<file path="src/design/lis_pkg.sv">
package lis_pkg;

    // Capacity and element width
    localparam int MAX_LEN     = 1024;
    localparam int VALUE_WIDTH = 32;

    // Internal widths that follow from the capacity
    localparam int IDX_W = $clog2(MAX_LEN);
    localparam int CNT_W = IDX_W + 1;

    // Fixed port widths
    localparam int IN_VALUE_W = 32;
    localparam int INDEX_W    = 10;
    localparam int LEN_W      = 11;
    localparam int PRED_W     = 11;

    // Sign-bit flip maps signed order onto unsigned order
    localparam logic [VALUE_WIDTH-1:0] KEY_SIGN = {1'b1, {(VALUE_WIDTH-1){1'b0}}};

    // Request held in the queue between front and back
    typedef struct packed {
        logic [VALUE_WIDTH-1:0] key;
        logic                   last;
    } item_t;

    // Scan engine states
    typedef enum logic [1:0] {
        ST_IDLE,
        ST_SCAN,
        ST_FINISH
    } state_t;

endpackage

</file>
<file path="src/design/lis_front.sv">
module lis_front (
    input  logic                                   aclk,
    input  logic                                   aresetn,
    input  logic signed [lis_pkg::IN_VALUE_W-1:0]  s_value,
    input  logic                                   s_last,
    input  logic                                   s_valid,
    output logic                                   s_ready,
    output logic                                   q_valid,
    input  logic                                   q_pop,
    output lis_pkg::item_t                         q_item
);

    lis_pkg::item_t entry_reg [2];
    logic           wr_ptr_reg, wr_ptr_next;
    logic           rd_ptr_reg, rd_ptr_next;
    logic [1:0]     fill_reg, fill_next;
    logic           push;
    logic           pop;
    lis_pkg::item_t in_item;

    // Classify the incoming request: turn the signed value into an ordered key
    always_comb begin
        in_item.key  = s_value[lis_pkg::VALUE_WIDTH-1:0] ^ lis_pkg::KEY_SIGN;
        in_item.last = s_last;
    end

    assign s_ready = (fill_reg != 2'd2);
    assign q_valid = (fill_reg != 2'd0);
    assign q_item  = entry_reg[rd_ptr_reg];
    assign push    = s_valid && s_ready;
    assign pop     = q_pop && q_valid;

    // Advance pointers and fill level
    always_comb begin
        wr_ptr_next = push ? !wr_ptr_reg : wr_ptr_reg;
        rd_ptr_next = pop ? !rd_ptr_reg : rd_ptr_reg;
        fill_next   = fill_reg;
        if (push && !pop) begin
            fill_next = fill_reg + 2'd1;
        end else if (pop && !push) begin
            fill_next = fill_reg - 2'd1;
        end
    end

    always_ff @(posedge aclk) begin
        if (!aresetn) begin
            wr_ptr_reg <= 1'b0;
            rd_ptr_reg <= 1'b0;
            fill_reg   <= 2'd0;
        end else begin
            wr_ptr_reg <= wr_ptr_next;
            rd_ptr_reg <= rd_ptr_next;
            fill_reg   <= fill_next;
        end
    end

    // Hold queued requests
    always_ff @(posedge aclk) begin
        if (push) begin
            entry_reg[wr_ptr_reg] <= in_item;
        end
    end

endmodule

</file>
<file path="config.mk">
export PLATFORM = sky130hd
export DESIGN_NAME = lis_front
export DESIGN_NICKNAME = d
export VERILOG_FILES = /design/src/design/lis_pkg.sv /design/src/design/lis_front.sv
export SDC_FILE = /design/constraint.sdc
export NUM_CORES = 1
export LEC_CHECK = 0
export BUFFER_PORTS_ARGS = -buffer_cell sky130_fd_sc_hd__buf_2
export CORE_UTILIZATION = 46
export DETAILED_ROUTE_END_ITERATION = 8
export PLACE_DENSITY = 0.77
export SETUP_SLACK_MARGIN = 0.4
export SLEW_MARGIN = 20
export SYNTH_ARGS = -nofsm -noshare
export SYNTH_HDL_FRONTEND = slang
export SYNTH_SLANG_ARGS = --single-unit
</file>
<file path="constraint.sdc">
create_clock -name aclk -period 1.85 [get_ports aclk]
set_input_delay 0.0925 -clock aclk [delete_from_list [all_inputs] [get_ports aclk]]
set_output_delay 0.0925 -clock aclk [all_outputs]
set_load 0.05 [all_outputs]
</file>
==> results.yml, run 1 <==
flow_run:
  max-cap-violations: 0
placed_design:
  dpl.hpwl_mm: 2.66
  gp_congestion: 0.683
  port_buffers: 71
  dp_worst_setup_slack_ps: 293
clocking:
  cts_buffers: 9
  root_buffer: "clkbuf_8"
  cts_max_level: 3
  clock_latency_ps: 320
  clk_pin_slew_ps: 70
  cts_tree: "done"
  cts_buffer_depth: 2
  clock_sinks: 71
setup_path:
  critPathKind: "reg2out"
  arrival_ps: 1440
  worstPathCellList: "buf_12, mux2_2, buf_4"
  cp_max_fo: 17
  critPathTopFamily: "flip-flops"
  critPathMaxStageDelay_ps: 400
  end_kind: "output port"
  crit_path_top_delay_cell: "dfxtp_4"
  cp-start-kind: "register"
  crit_buf_inv: 2
  cp.required_ps: 1760
route:
  dr.pass1.iters: 4
  routed_wl_mm: 4.83
  num_vias: 1526
  via_per_inst: 4.77
  drc: 0
  routedWlPerCell_um: 15.1
  antenna_left: 0
  drtIter0Drc: 96
cells_and_area:
  fin_nets: 281
  fillers: 382
  drive_above_1_share: 0.524
  antenna_cells: 0
  final_util: 0.678
  syn2layout_area_growth_pct: 42.4
  largest_register_ff_count: 66
pwr:
  p_leak_nw: 1.41
  p_per_area_nw_per_um2: 1420
  peakVddDrop_mv: 0.863
logic_synthesis:
  synth_compound_gate_area_share: 0.0134
  synthXorXnorAreaFrac: 0.0100
  synth_area_um2: 2620
  avgSynthCellArea_um2: 20.5
  syn_nets: 166
  synth_top_family_by_area: "multiplexers"
  synth_cells: 128
  yosysSeqAreaShare: 0.795
  synth_cell_types: 19
  synth-seq-cells: 71
  synth_fa_ha_area_frac: 0.00478
  synth.area.mux_share: 0.142
  synthSimpleGateAreaFrac: 0.0248
  ys.warnings.count: 0
floorplanning:
  rows: 27
  fp.dieH_um: 77.5
  core-area_um2: 5510
  fp.dieW_um: 77.5
  dieArea_um2: 6000
  boundaryPins: 72
  start_util: 0.476
timing:
  final-setup-viol-count: 0
  min_period_ps: 1530
  max_freq_ghz: 0.653
  fin_skew_ps: 8.58
  setup_tns_ps: 0
  maxSlewHeadroom: 0.834
  finalCritPeriodShare: 0.827
  setup_slack_ps: 320
  worstMarginPinSlew_ps: 251
  grt_setup_unrepaired: "true"
  drv_slew: 0
  final-hold-violation-count: 0
grt:
  grt_pass1_vias: 1573
  gr-total-overflow: 0
  grt_usage: 0.172
  antenna_found_initial: 0
  grt_max_degree: 34
  grt_pass1_wl_mm: 7.50
worst_hold_path:
  hold_path.class: "in2reg"
status:
  status: "completed"
==> worst reg2reg max path, delay by kind of cell, from the launching register on <==
kind / cells / cell delay, ps
simple gates: 3 / 610
flops: 1 / 350
fa+ha+maj: 1 / 150
compound gates: 1 / 150
xor+xnor: 1 / 140
==> logic make-up (layout without fill, tap and decap cells) <==
logic type | count (synthesis) | after routing
flip-flops | 71 | 71
AO/OA/AOI/OAI | 5 | 5
multiplexers | 33 | 33
XOR/XNOR | 3 | 3
buffers and inverters | 6 | 126
adder cells (fa/ha/maj) | 1 | 1
AND/OR/NAND/NOR | 9 | 9
==> cells in the final DEF, fill, tap and decap left out, types with 2 or more instances in the layout <==
cell type      instances
and2_1                 3
buf_12                 3
buf_2                 38
buf_4                 34
clkbuf_8               9
clkinv_1               5
dfxtp_1                2
dfxtp_4                2
dlygate4sd3_1         32
edfxtp_1              66
mux2_2                33
xnor2_1                2
==> stage by stage <==
stage	hold slack, ps	total power, mW	cell area (um^2)	cells
global route	13.8	5.52	3730	320
floorplan	191	3.61	2630	128
global placement	281	4.01	3110	270
finish	24.2	5.30	3730	320
detailed placement	284	4.04	3110	270
CTS	17.2	5.33	3730	320
==> where the power goes <==
part	total (mW)	internal (mW)	switching, mW
logic	2.22	0.835	1.38
registers	2.11	2.02	0.0871
clock network	0.969	0.466	0.503
total	5.30	3.32	1.97
==> repair_timing <==
action | CTS | global route
hold buffers | 32 | 0
setup endpoints to repair | 34 | 34
cloned | 1 | 0
gates resized for setup | 41 | 0
endpoints found under the hold margin | 64 | 0
buffers inserted | 1 | 0
pin swaps | 3 | 0
==> cell usage after synthesis <==
library cell / instances / area [um^2]
a21bo_2: 1 / 10.0
a21boi_0: 1 / 7.51
a21boi_1: 1 / 7.51
and2_1: 4 / 25.0
and3_1: 1 / 6.26
buf_2: 4 / 20.0
dfxtp_1: 5 / 100
edfxtp_1: 66 / 1980
ha_1: 1 / 12.5
inv_1: 2 / 7.51
mux2_2: 33 / 372
nand2b_4: 1 / 13.8
nand3b_1: 1 / 7.51
o21ai_0: 1 / 5.00
o21ai_1: 1 / 5.00
or2_2: 1 / 6.26
or3_1: 1 / 6.26
xnor2_1: 2 / 17.5
xor2_1: 1 / 8.76
==> layout make-up <==
| cell class | instances | area [um^2] | share of cell area |
|---|---|---|---|
| clock inverters | 6 | 27.5 | 0.00738 |
| well taps | 72 | 90.1 | 0.0241 |
| inverters | 2 | 11.3 | 0.00302 |
| repair buffers | 108 | 853 | 0.229 |
| multi-input cells | 51 | 531 | 0.142 |
| clock buffers | 10 | 128 | 0.0342 |
| flip-flops and latches | 71 | 2090 | 0.560 |
==> layer usage <==
metal	up-vias	track usage	part of all wire
met5	-	0	0
met4	0	0.106	0.026
li1	726	-	-
met2	46	0.295	0.53
met1	744	0.198	0.41
met3	10	0.0341	0.033
==> worst paths after layout <==
path / start / to / slack [ps] / cells after the start
worst max-delay path: register / q_item[19] / 320 / 3
worst min-delay path: aresetn / register / 20 / 2
worst max register to register: fill_reg[0] / fill_reg[1] / 370 / 6
worst min register to register: fill_reg[1] / fill_reg[1] / 580 / 2
(Power assumes the default switching activity.)
==> inputs of run 2 (changes only) <==
==> constraint.sdc (replaced) <==
create_clock -name aclk -period 1.35 [get_ports aclk]
set_input_delay 0.0675 -clock aclk [delete_from_list [all_inputs] [get_ports aclk]]
set_output_delay 0.0675 -clock aclk [all_outputs]
set_load 0.05 [all_outputs]
==> run 2 against run 1 <==
Against the previous run:
- wire length rose by 30%
- critical endpoint is now entry_reg[1][14]
- highest routed layer unchanged
- clock power rose by 47%
- largest power group unchanged
- the run now ends with negative setup slack left
- combinational power rose by 110%
- critical path depth rose by 4
- first-iteration DRC count fell by 40%
==> results.yml, run 2 (synthesized netlist as in run 1, its figures left out) <==
route:
  dr.pass1.iters: 4
  drtIter0Drc: 58
  drc: 0
  antenna_left: 0
  num_vias: 1696
  routedWlPerCell_um: 17.7
  via_per_inst: 4.78
  routed_wl_mm: 6.28
cells_and_area:
  mostFrequentLayoutCells: "edfxtp_1 (66), buf_6 (41), buf_2 (36)"
  syn2layout_area_growth_pct: 74.8
  fin_nets: 315
  largest_register_ff_count: 66
  mostFrequentLayoutCell: "edfxtp_1"
  drive_above_1_share: 0.585
  fillers: 260
setup_path:
  r2r_cells: 7
  arrival_ps: 1570
  cp_max_fo: 6
  worstPathCellList: "nand2b_4, buf_6, buf_6, buf_6, and3_4, buf_6, clkbuf_16"
  cp_common_cell: "buf_6"
  crit_path_top_delay_cell: "dfxtp_2"
  critPathKind: "reg2reg"
  cp.required_ps: 1400
  critPathMaxStageDelay_ps: 340
  cp-start-kind: "register"
  end_kind: "register"
floorplanning:
  fp.dieW_um: 77.5
  fp.dieH_um: 77.5
  core-area_um2: 5510
  dieArea_um2: 6000
  start_util: 0.476
  rows: 27
  boundaryPins: 72
worst_hold_path:
  holdPathStages: 3
  hold_path.class: "in2reg"
timing:
  drv_slew: 0
  finalCritPeriodShare: 1.13
  max_freq_ghz: 0.658
  fin_skew_ps: 6.12
  worstMarginPinSlew_ps: 168
  maxSlewHeadroom: 0.887
  setup_slack_ps: -169
  grt_setup_unrepaired: "true"
  final-hold-violation-count: 0
  final-setup-viol-count: 101
  min_period_ps: 1520
pwr:
  p_leak_nw: 1.84
  power_mw: 8.90
  p_per_area_nw_per_um2: 1940
  peakVddDrop_mv: 1.57
grt:
  grt_max_degree: 16
  busiest_layer: "met2"
  grtUsageMet3: 0.0647
  grt_use_met2: 0.374
  gr-total-overflow: 0
  use_met1: 0.229
  grt_pass1_vias: 1802
  grt_usage: 0.209
  grt_pass1_wl_mm: 8.96
  antenna_found_initial: 1
clocking:
  root_buffer: "clkbuf_8"
  clock_sinks: 71
  cts_tree: "done"
  cts_max_level: 3
  cts_buffer_depth: 2
  clk_pin_slew_ps: 60
  cts_buffers: 9
  clock_latency_ps: 330
placed_design:
  dpl.hpwl_mm: 2.92
  port_buffers: 71
  dp_worst_setup_slack_ps: -175
  gp_congestion: 0.706
flow_run:
  max-cap-violations: 0
status:
  status: "complete, but fails checks"
  violations: "negative setup slack"
-- run 2: cell types whose count changed in the layout (fill, tap and decap cells not counted), moves of 4 or more --
cell and change:
buf_12 +5, buf_8 +10, buf_16 +5, mux2_4 +33, buf_4 -29, clkinv_1 -4
mux2_2 -33, buf_6 +41
-- run 2: power by group --
part	switching [mW]	total [mW]	internal (mW)	leakage, nW
combinational	2.26	4.57	2.31	1.10
clock	0.711	1.42	0.712	0.0821
sequential	0.138	2.91	2.77	0.659
-- run 2: worst max-delay path, delay by kind of cell, from the launching register on --
| kind | cells | cell delay [ps] |
|---|---|---|
| simple gates | 2 | 360 |
| buf+inv | 5 | 530 |
| flops | 1 | 340 |
-- run 2: final timing paths --
| check | slack (ps) | endpoint | start |
|---|---|---|---|
| worst max register to register | -170 | entry_reg[1][14] | fill_reg[0] |
| worst min register to register | 540 | fill_reg[1] | fill_reg[1] |
| worst min-delay path | 120 | wr_ptr_reg | s_valid |
| worst max-delay path | -170 | entry_reg[1][14] | fill_reg[0] |
-- run 2: metrics by stage --
step | instance area [um^2] | std cells | hold slack [ps] | util | setup TNS [ps]
after floorplan | 2780 | 128 | 166 | - | -14210
after global placement | 3290 | 278 | 256 | 0.597 | -114
after detailed placement | 3290 | 278 | 260 | 0.597 | -208
after CTS | 4440 | 349 | 69.9 | 0.806 | -8080
after global routing | 4580 | 355 | 109 | 0.832 | -15530
final | 4580 | 355 | 116 | 0.832 | -10610
-- run 2: layout make-up --
cell class                 count  area [um^2]  share of cell area
antenna                        1         2.50            0.000546
clock buffer                  14          153              0.0333
tap                           72         90.1              0.0197
timing repair buffer         142         1550               0.337
clock inverter                 2         8.76             0.00191
multi-input combinational     51          679               0.148
inverter                       2         11.3             0.00246
sequential                    71         2090               0.456
-- run 2: metal layers --
metal	up-vias	routed length [um]
met5	-	0
met1	828	2520
met4	0	93
met3	8	264
met2	59	3400
li1	801	-
-- run 2: repair_timing --
action | 4_1_cts | 5_1_grt
resized for setup | 107 | 13
hold endpoints to repair | 68 | 0
hold buffers | 34 | 0
setup buffers | 15 | 3
gates cloned | 6 | 2
setup endpoints to repair | 106 | 106
pin swaps | 4 | 3
